<file path="config.mk">
export PLATFORM = sky130hd
export DESIGN_NAME = top_k_label_keeper_core
export DESIGN_NICKNAME = d
export VERILOG_FILES = /design/src/tklk_pkg.sv /design/src/tklk_cfg.sv /design/src/tklk_cell.sv /design/src/top_k_label_keeper_core.sv
export SDC_FILE = /design/constraint.sdc
export NUM_CORES = 1
export LEC_CHECK = 0
export ABC_AREA = 1
export BUFFER_PORTS_ARGS = -buffer_cell sky130_fd_sc_hd__buf_2
export CAP_MARGIN = 20
export CORE_AREA = 2 2 141 143
export DETAILED_ROUTE_END_ITERATION = 7
export DIE_AREA = 0 0 143 145
export PLACE_DENSITY = 0.75
export SLEW_MARGIN = 20
export SYNTH_ARGS = -nofsm -noshare
export SYNTH_HDL_FRONTEND = slang
export SYNTH_SLANG_ARGS = --single-unit
</file>
<file path="constraint.sdc">
create_clock -name clk_i -period 4.1 [get_ports clk_i]
set_input_delay 0.82 -clock clk_i [delete_from_list [all_inputs] [get_ports clk_i]]
set_output_delay 0.82 -clock clk_i [all_outputs]
set_load 0.005 [all_outputs]
</file>
<file path="src/tklk_pkg.sv">
// Shared types, sizes and codes for the top-k label keeper.
package tklk_pkg;

  // Storage sizes
  localparam int unsigned Slots     = 4;
  localparam int unsigned LabelBits = 10;
  localparam int unsigned SlotW     = (Slots > 1) ? $clog2(Slots) : 1;
  localparam int unsigned CntW      = $clog2(Slots + 1);

  // Fixed field widths
  localparam int unsigned ProbW     = 14;
  localparam int unsigned LabelInW  = 10;
  localparam int unsigned ActionW   = 2;
  localparam int unsigned SlotOutW  = 2;
  localparam int unsigned CountOutW = 3;
  localparam int unsigned MaxKeptW  = 3;
  localparam int unsigned AddrW     = 3;
  localparam int unsigned DataW     = 32;

  localparam logic [ProbW-1:0] FullScale = ProbW'(10000);

  typedef enum logic [ActionW-1:0] {
    ACT_BELOW   = 2'd0,
    ACT_APPEND  = 2'd1,
    ACT_REPLACE = 2'd2,
    ACT_DROP    = 2'd3
  } action_e;

  typedef enum logic {
    REG_THRESHOLD = 1'b0,
    REG_MAX_KEPT  = 1'b1
  } reg_idx_e;

  // Running minimum handed along the cell chain
  typedef struct packed {
    logic             found;
    logic [ProbW-1:0] conf;
    logic [SlotW-1:0] pos;
  } search_t;

  // Slot write command from the sequencer to one cell
  typedef struct packed {
    logic                 en;
    logic [LabelBits-1:0] label;
    logic [ProbW-1:0]     conf;
  } slot_wr_t;

endpackage

</file>
<file path="src/tklk_cfg.sv">
// APB-style configuration registers: threshold and max_kept.
module tklk_cfg (
  input  logic                          clk_i,
  input  logic                          rst_ni,
  input  logic                          psel,
  input  logic                          penable,
  input  logic                          pwrite,
  input  logic [tklk_pkg::AddrW-1:0]    paddr,
  input  logic [tklk_pkg::DataW-1:0]    pwdata,
  output logic [tklk_pkg::DataW-1:0]    prdata,
  output logic                          pready,
  output logic [tklk_pkg::ProbW-1:0]    threshold_o,
  output logic [tklk_pkg::MaxKeptW-1:0] max_kept_o
);

  logic [tklk_pkg::ProbW-1:0]    threshold_q;
  logic [tklk_pkg::MaxKeptW-1:0] max_kept_q;
  tklk_pkg::reg_idx_e            reg_sel;
  logic                          wr_en;

  assign pready  = 1'b1;
  assign reg_sel = tklk_pkg::reg_idx_e'(paddr[2]);
  assign wr_en   = psel && penable && pwrite && pready;

  // Write the addressed register on the access cycle
  always_ff @(posedge clk_i or negedge rst_ni) begin
    if (!rst_ni) begin
      threshold_q <= '0;
      max_kept_q  <= tklk_pkg::MaxKeptW'(4);
    end else if (wr_en) begin
      unique case (reg_sel)
        tklk_pkg::REG_THRESHOLD: threshold_q <= pwdata[tklk_pkg::ProbW-1:0];
        tklk_pkg::REG_MAX_KEPT:  max_kept_q  <= pwdata[tklk_pkg::MaxKeptW-1:0];
        default: ;
      endcase
    end
  end

  // Read back the addressed register
  always_comb begin
    unique case (reg_sel)
      tklk_pkg::REG_THRESHOLD: prdata = tklk_pkg::DataW'(threshold_q);
      tklk_pkg::REG_MAX_KEPT:  prdata = tklk_pkg::DataW'(max_kept_q);
      default:                 prdata = '0;
    endcase
  end

  assign threshold_o = threshold_q;
  assign max_kept_o  = max_kept_q;

endmodule

</file>
<file path="src/tklk_cell.sv">
// One kept slot: holds a label and its confidence, folds itself into the running minimum.
module tklk_cell (
  input  logic                           clk_i,
  input  logic                           rst_ni,
  input  logic [tklk_pkg::SlotW-1:0]     cell_idx_i,
  input  logic                           active_i,
  input  tklk_pkg::slot_wr_t             wr_i,
  input  tklk_pkg::search_t              search_i,
  output tklk_pkg::search_t              search_o,
  output logic [tklk_pkg::LabelBits-1:0] label_o
);

  logic [tklk_pkg::LabelBits-1:0] label_q;
  logic [tklk_pkg::ProbW-1:0]     conf_q;
  tklk_pkg::search_t              search_d, search_q;
  logic                           take;

  // Store a new label and confidence
  always_ff @(posedge clk_i) begin
    if (wr_i.en) begin
      label_q <= wr_i.label;
      conf_q  <= wr_i.conf;
    end
  end

  // Take over the minimum on strictly lower confidence, so ties stay with the lower slot
  always_comb begin
    take     = active_i && (!search_i.found || (conf_q < search_i.conf));
    search_d = search_i;
    if (take) begin
      search_d.found = 1'b1;
      search_d.conf  = conf_q;
      search_d.pos   = cell_idx_i;
    end
  end

  // Hand the minimum to the next cell
  always_ff @(posedge clk_i or negedge rst_ni) begin
    if (!rst_ni) begin
      search_q <= '0;
    end else begin
      search_q <= search_d;
    end
  end

  assign search_o = search_q;
  assign label_o  = label_q;

endmodule

</file>
<file path="src/top_k_label_keeper_core.sv">
// Top level of the top-k label keeper: sequencer, cell chain and result register.
//
// Keeps up to Slots (4) labels per box in a chain of slot cells. Per accepted
// label the running minimum walks the chain one cell per cycle, then the decide
// state writes the slot and loads the result register, waiting while a held
// result is stalled. The block works on one label at a time; in_stall_o is
// high while a label is in flight, and a finished result waiting on out_stall_i
// does not block taking the next label. start_box clears the kept count before
// its own label is handled. Probabilities above 10000 are saturated first.
// Registers: threshold at byte address 0, max_kept at byte address 4 (0 acts
// as 1, values above the slot count act as the slot count).
module top_k_label_keeper_core (
  input  logic                           clk_i,
  input  logic                           rst_ni,
  // configuration port
  input  logic                           psel,
  input  logic                           penable,
  input  logic                           pwrite,
  input  logic [tklk_pkg::AddrW-1:0]     paddr,
  input  logic [tklk_pkg::DataW-1:0]     pwdata,
  output logic [tklk_pkg::DataW-1:0]     prdata,
  output logic                           pready,
  // label input
  input  logic                           in_valid_i,
  output logic                           in_stall_o,
  input  logic                           start_box_i,
  input  logic [tklk_pkg::LabelInW-1:0]  label_index_i,
  input  logic [tklk_pkg::ProbW-1:0]     probability_i,
  input  logic                           last_label_i,
  // result output
  output logic                           out_valid_o,
  input  logic                           out_stall_i,
  output logic [tklk_pkg::ActionW-1:0]   action_o,
  output logic [tklk_pkg::SlotOutW-1:0]  slot_o,
  output logic [tklk_pkg::LabelInW-1:0]  evicted_label_o,
  output logic [tklk_pkg::CountOutW-1:0] kept_count_o,
  output logic                           box_done_o
);

  typedef enum logic [2:0] {
    ST_IDLE   = 3'b001,
    ST_SEARCH = 3'b010,
    ST_DECIDE = 3'b100
  } state_e;

  state_e state_q, state_d;

  logic [tklk_pkg::ProbW-1:0]    threshold;
  logic [tklk_pkg::MaxKeptW-1:0] max_kept;

  // Held item
  logic                           item_start_q;
  logic [tklk_pkg::LabelBits-1:0] item_label_q;
  logic [tklk_pkg::ProbW-1:0]     item_prob_q;
  logic                           item_last_q;
  logic [tklk_pkg::ProbW-1:0]     prob_sat;

  logic [tklk_pkg::CntW-1:0]  total_q, total_d, total_eff, limit;
  logic [tklk_pkg::SlotW-1:0] step_q, step_d;

  // Result register
  logic                           out_valid_q;
  tklk_pkg::action_e              action_q, action_d;
  logic [tklk_pkg::SlotW-1:0]     slot_q, slot_d;
  logic [tklk_pkg::LabelBits-1:0] evicted_q, evicted_d;
  logic [tklk_pkg::CntW-1:0]      count_q;
  logic                           done_q;

  logic                           accept, decide;
  tklk_pkg::search_t              chain [tklk_pkg::Slots+1];
  tklk_pkg::slot_wr_t             wr    [tklk_pkg::Slots];
  logic [tklk_pkg::Slots-1:0]     active;
  logic [tklk_pkg::LabelBits-1:0] cell_label [tklk_pkg::Slots];
  tklk_pkg::search_t              min_res;
  logic                           wr_en;
  logic [tklk_pkg::SlotW-1:0]     wr_slot;

  tklk_cfg u_cfg (
    .clk_i       (clk_i),
    .rst_ni      (rst_ni),
    .psel        (psel),
    .penable     (penable),
    .pwrite      (pwrite),
    .paddr       (paddr),
    .pwdata      (pwdata),
    .prdata      (prdata),
    .pready      (pready),
    .threshold_o (threshold),
    .max_kept_o  (max_kept)
  );

  assign in_stall_o = (state_q != ST_IDLE);
  assign accept     = in_valid_i && !in_stall_o;
  assign decide     = (state_q == ST_DECIDE) && (!out_valid_q || !out_stall_i);

  // Saturate the probability at full scale
  assign prob_sat = (probability_i > tklk_pkg::FullScale) ? tklk_pkg::FullScale
                                                          : probability_i;

  // Latch the accepted item
  always_ff @(posedge clk_i) begin
    if (accept) begin
      item_start_q <= start_box_i;
      item_label_q <= tklk_pkg::LabelBits'(label_index_i);
      item_prob_q  <= prob_sat;
      item_last_q  <= last_label_i;
    end
  end

  // Clamp max_kept into one to Slots
  always_comb begin
    if (max_kept == '0) begin
      limit = tklk_pkg::CntW'(1);
    end else if (32'(max_kept) > tklk_pkg::Slots) begin
      limit = tklk_pkg::CntW'(tklk_pkg::Slots);
    end else begin
      limit = tklk_pkg::CntW'(max_kept);
    end
  end

  assign total_eff = item_start_q ? '0 : total_q;

  // Cell chain: the running minimum enters empty at the head
  assign chain[0] = '0;

  for (genvar j = 0; j < tklk_pkg::Slots; j++) begin : g_cell
    assign active[j] = (tklk_pkg::CntW'(j) < total_eff);
    assign wr[j].en    = wr_en && (wr_slot == tklk_pkg::SlotW'(j));
    assign wr[j].label = item_label_q;
    assign wr[j].conf  = item_prob_q;

    tklk_cell u_cell (
      .clk_i      (clk_i),
      .rst_ni     (rst_ni),
      .cell_idx_i (tklk_pkg::SlotW'(j)),
      .active_i   (active[j]),
      .wr_i       (wr[j]),
      .search_i   (chain[j]),
      .search_o   (chain[j+1]),
      .label_o    (cell_label[j])
    );
  end

  assign min_res = chain[tklk_pkg::Slots];

  // Decide: append, replace the minimum, drop, or ignore
  always_comb begin
    action_d  = tklk_pkg::ACT_BELOW;
    slot_d    = '0;
    evicted_d = '0;
    total_d   = total_eff;
    wr_en     = 1'b0;
    wr_slot   = '0;
    if (item_prob_q >= threshold) begin
      if (total_eff >= limit) begin
        if (item_prob_q > min_res.conf) begin
          action_d  = tklk_pkg::ACT_REPLACE;
          slot_d    = min_res.pos;
          evicted_d = cell_label[min_res.pos];
          wr_en     = decide;
          wr_slot   = min_res.pos;
        end else begin
          action_d = tklk_pkg::ACT_DROP;
        end
      end else begin
        action_d = tklk_pkg::ACT_APPEND;
        slot_d   = tklk_pkg::SlotW'(total_eff);
        total_d  = total_eff + tklk_pkg::CntW'(1);
        wr_en    = decide;
        wr_slot  = tklk_pkg::SlotW'(total_eff);
      end
    end
  end

  // Sequence: search the chain, then decide
  always_comb begin
    state_d = state_q;
    step_d  = step_q;
    unique case (state_q)
      ST_IDLE: begin
        if (accept) begin
          state_d = ST_SEARCH;
          step_d  = '0;
        end
      end
      ST_SEARCH: begin
        step_d = step_q + tklk_pkg::SlotW'(1);
        if (step_q == tklk_pkg::SlotW'(tklk_pkg::Slots - 1)) begin
          state_d = ST_DECIDE;
        end
      end
      ST_DECIDE: begin
        if (decide) begin
          state_d = ST_IDLE;
        end
      end
      default: state_d = ST_IDLE;
    endcase
  end

  always_ff @(posedge clk_i or negedge rst_ni) begin
    if (!rst_ni) begin
      state_q <= ST_IDLE;
      step_q  <= '0;
      total_q <= '0;
    end else begin
      state_q <= state_d;
      step_q  <= step_d;
      if (decide) begin
        total_q <= total_d;
      end
    end
  end

  // Result register valid
  always_ff @(posedge clk_i or negedge rst_ni) begin
    if (!rst_ni) begin
      out_valid_q <= 1'b0;
    end else if (decide) begin
      out_valid_q <= 1'b1;
    end else if (!out_stall_i) begin
      out_valid_q <= 1'b0;
    end
  end

  // Result register payload
  always_ff @(posedge clk_i) begin
    if (decide) begin
      action_q  <= action_d;
      slot_q    <= slot_d;
      evicted_q <= evicted_d;
      count_q   <= total_d;
      done_q    <= item_last_q;
    end
  end

  assign out_valid_o     = out_valid_q;
  assign action_o        = action_q;
  assign slot_o          = tklk_pkg::SlotOutW'(slot_q);
  assign evicted_label_o = tklk_pkg::LabelInW'(evicted_q);
  assign kept_count_o    = tklk_pkg::CountOutW'(count_q);
  assign box_done_o      = done_q;

endmodule
</file>
==> Word-level counts from Yosys, hierarchy flattened <==
Index checks and enable logic that the tools add are counted.
{ "totals": {"register_bits": 233, "output_inout_bits": 53, "elab_cells": 123} }
{ "op_classes": {"bitwise_logic": 2, "eq_ne": 12, "reduce_logical": 30, "addsub": 2, "n_lt_le_gt_ge": 13, "mux": 29} }
{ "ops": {"columns": ["cell", "n"], "rows": [
  ["32-bit case mux with 2 select lines", 1],
  ["17-bit two-way mux", 3],
  ["14-bit less-than comparator", 3],
  ["3-bit two-way mux", 8],
  ["10-bit binary-select mux with 2-bit select", 1],
  ["10-bit two-way mux", 2],
  ["16-bit two-way mux", 1],
  ["14-bit greater-or-equal comparator", 1],
  ["14-bit greater-than comparator", 1],
  ["14-bit greater-than comparator (second input constant)", 1],
  ["1-bit logical AND", 11],
  ["3-bit case mux with 3 select lines", 1],
  ["2-bit two-way mux", 4],
  ["2-bit AND reduction", 4],
  ["1-bit two-way mux", 7],
  ["2-bit == test (second input constant)", 3],
  ["1-bit zero test", 6],
  ["1-bit by 3-bit less-than comparator with 1-bit output (first input constant)", 2],
  ["2-bit by 3-bit less-than comparator with 1-bit output (first input constant)", 2],
  ["2-bit inequality test (second input constant)", 3],
  ["3-bit AND reduction", 2],
  ["1-bit logical OR", 4],
  ["2-bit case mux with 2 select lines", 1],
  ["3-bit by 1-bit adder with 3-bit output (second input constant)", 1],
  ["other kinds (15)", 15]
]} }

==> Logic depth before layout (Yosys ltp) <==
{ "depth": {"word_depth": 8, "ltp_mapped": 15, "mapped_depth_nobuf": 15} }

==> Cells and area by module <==
From an unflattened synthesis, not the netlist that was laid out.
{ "unflattened": {"hier_cells": 1193, "area_unflattened_um2": 11521.0} }
{ "modules_own_cells": {"columns": ["module", "instances", "seq_area_each_um2", "area_each_um2", "cells_per_inst"], "rows": [
  ["tklk_cell", 4, 1146.1, 1778.0, 164],
  ["top_k_label_keeper_core", 1, 1547.7, 3377.0, 406],
  ["tklk_cfg", 1, 426.7, 1032.2, 131]
]} }

==> Least setup slack after synthesis <==
Ideal clock, no wire load.
{ "synth_timing": {"path_type": "reg2reg", "from": "register item_start_q", "to": "register g_cell[1].u_cell.conf_q[0] in the netlist's numbering (enable)", "setup_slack_ns": 0.696, "synth_period_minus_slack_ns": 3.404, "stages_incl_launch_ff": 11, "arrival_ns": 3.000, "t_required_ns": 3.695, "cell_sequence": "edfxtp_1 nor2_4 clkbuf_1 ha_1 a21oi_1 nand3_1 inv_1 nand3_1 o21ai_2 nand2_1 nor2_1"} }
{ "synth_lines": {"columns": ["item", "line", "text"], "rows": [
  ["start, declared", "top_k_label_keeper_core.sv:52", "logic item_start_q;"],
  ["start signal, assigned", "top_k_label_keeper_core.sv:103", "item_start_q <= start_box_i;"],
  ["end signal, assigned", "tklk_cell.sv:22", "conf_q <= wr_i.conf;"],
  ["end, declared", "tklk_cell.sv:14", "logic [tklk_pkg::ProbW-1:0] conf_q;"]
]} }

==> results.toml <==
[outcome]
status = "finished clean"

[floorplan]
fp-row-count = 51
core_area_um2 = 19200
fp.dieH_um = 145
die_area_um2 = 20700
dieWidth_um = 143
io_pins = 121
initial_core_util_pct = 54.5

[synth]
synth_seq_cells = 230
synth_top_family_by_area = "simple AND/OR/NAND/NOR gates"
syn_area_um2 = 10500
synth.avg_cell_area_um2 = 10.4
synth_cell_types = 36
synth_ff_type = "edfxtp_1"
ys_seq_area_share_pct = 61.7
muxShareOfSynthArea_pct = 0
synthArstFlopShare_pct = 39.1
synth_compound_area_share_pct = 5.42
synthSimpleGateAreaFrac_pct = 16.0
synth_edf_count = 140
synthAdderAreaFrac_pct = 8.61
ys_warn_count = 0
synth_xor_area_share_pct = 0.167
synthCells = 1008

[setup_path]
worst-endpoint-required_ps = 4260
critPathCaptureType = "register"
crit_type = "reg2reg"
crit_top_cell = "nand3_1"
crit_fanout = 21
crit_arrival_ps = 3230
worstPathCellList = "nor2_1 > inv_1 > ha_1 > nand3_1 > nand3_1 > inv_1 > nand3_1 > o21ai_2 > nand2_1 > nor2_2 > buf_4"
slowest_stage = "edfxtp_1"
critPathLaunchType = "register"
reg2reg_depth = 11
max_stage_delay_ps = 440

[clocking]
hold_buffers = 0
clock-sinks = 230
h-tree-depth = 1
numCtsBuffers = 23
post_cts_buffers = 0
post_cts_resized = 0
clk_pin_slew_worst_paths_ps = 60
worst_skew_pair.late_latency_ps = 510
cts_tree = "built"
ctsRootBufferMaster = "clkbuf_16"
clockBufferDepth = 3

[global_routing]
gr-usage-all-layers_pct = 18.3
antenna_found_initial = 0
gr-total-overflow = 0
grt_pass1_vias = 6683
grt_pass1_wl_um = 30700
grt_max_degree = 65

[routing]
drt_wl_total_um = 18700
first_iter_violations = 394
first_pass_iters = 6
avgViaCountPerCell = 4.90
via_count = 6774
ant_nets = 0
wl_per_cell_um = 13.5
drc = 0

[pwr]
p_per_area_nw_per_um2 = 505
p_leak_uw = 0.00547
vdd_drop_max_uv = 345

[layout]
drive_gt1_share_pct = 14.2
area_growth_pct = 13.2
final_cells = 1382
antenna_cells = 0
final_nets = 1240

[timing]
slew_headroom_pct = 45.6
post-route-period-util_pct = 74.7
worst_pin_slew_ps = 817
rsz0062_at_grt = "false"
timing.final.crit_period_ps = 3060
setup_tns_ps = 0
max_freq_mhz = 327
skew_ps = 22.9
finalHoldViolations = 0
setup_violations = 0
drv_slew = 0

[place]
place_congestion = 0.845
place.port_buffers = 81
hpwl_um = 13500
dp_cells = 1340

[worst_hold_path]
holdCritPathClass = "in2async"

[run]
maxCapViolCount = 0
-- cell families (layout without fill, tap and decap cells) --
family | after synthesis | in the layout
other | 2 | 19
AND/OR/NAND/NOR | 399 | 399
adder cells (fa/ha/maj) | 72 | 72
XOR/XNOR | 2 | 2
buffers and inverters | 195 | 287
AO/OA/AOI/OAI | 108 | 108
flip-flops | 230 | 230
-- cells in the final DEF, fill, tap and decap left out, drive strengths merged --
master    n
nand2   220
inv     156
edfxtp  140
nor2    111
buf      90
dfrtp    88
ha       72
a21oi    50
o21ai    49
nand3    47
clkbuf   27
conb     19
clkinv   11
nor3      7
o21a      6
nand4     6
or2       5
bufinv    3
xor2      2
dfstp     2
nand3b    1
o21bai    1
nor4      1
o211ai    1
o31ai     1
and3      1
-- layer usage --
metal | global-route usage (%) | wire length [µm] | vias to the layer above | part of all wire [%]
met5 | 0 | 0 | - | 0
met4 | 5.69 | 294 | 0 | 1.6
met3 | 2.71 | 836 | 28 | 4.5
met2 | 31.9 | 9470 | 167 | 51
met1 | 23.7 | 8100 | 3159 | 43
li1 | - | - | 3420 | -
-- final timing paths --
| path | slack, ps | startpoint | to |
|---|---|---|---|
| max | 1040 | item_start_q | g_cell[3].u_cell.conf_q[9] |
| min | 420 | rst_ni | u_cfg.threshold_o[5] |
| max reg2reg | 1040 | item_start_q | g_cell[3].u_cell.conf_q[9] |
| min reg2reg | 430 | item_last_q | box_done_o |
| max in group asynchronous | 2810 | rst_ni | g_cell[2].u_cell.search_o[9] |
| min in group clk_i | 430 | item_last_q | box_done_o |
-- per-stage QoR --
| stage | cell area, µm² | worst slack [ps] | hold slack, ps | utilization [%] | total power (µW) |
|---|---|---|---|---|---|
| 2_1_floorplan | 10500 | 696 | 400 | - | 3630 |
| 3_3_place_gp | 11100 | 1190 | 401 | 57.7 | 3890 |
| 3_5_place_dp | 11100 | 1090 | 412 | 57.7 | 3950 |
| 4_1_cts | 11800 | 1050 | 430 | 61.7 | 6040 |
| 5_1_grt | 11800 | 817 | 446 | 61.7 | 6300 |
| 6_report | 11800 | 1040 | 425 | 61.7 | 5990 |
-- state kept, by name, indices dropped and copies added (netlist names), 10 cells and up --
register,count
g_cell.u_cell.label_o,40
u_cfg.threshold_o,14
item_prob_q,14
g_cell.u_cell.search_o,64
g_cell.u_cell.conf_q,56
item_label_q,10
evicted_label_o,10
-- worst max-delay path: cells and delay by family, from the launching register on --
family,cells,cell delay (ps)
compound gates,1,110
fa+ha+maj,1,320
buf+inv,3,730
flops,1,440
simple gates,6,1090
-- cell type report --
type	count	area, µm²
tap	265	332
clock inverter	15	153
timing repair buffer	90	475
sequential	230	6460
clock buffer	27	611
inverter	155	582
multi-input combinational	600	3240
fill	1491	7360
-- synthesized netlist by cell type (7+ instances only) --
cell type | instances | area [µm²]
nand2_1 | 211 | 792
nand3_1 | 46 | 230
clkbuf_1 | 8 | 30.0
dfrtp_1 | 88 | 2200
ha_1 | 72 | 901
a21oi_1 | 50 | 250
nor3_1 | 7 | 35.0
edfxtp_1 | 140 | 4200
buf_4 | 22 | 165
o21ai_0 | 45 | 225
nor2_1 | 105 | 394
inv_1 | 153 | 574
-- power breakdown --
part | internal [µW] | total (µW) | switching (µW)
clock | 1250 | 2080 | 828
sequential | 2780 | 2940 | 160
combinational | 347 | 963 | 616
total | 4380 | 5990 | 1600
Power figures use the tool's default switching activity.
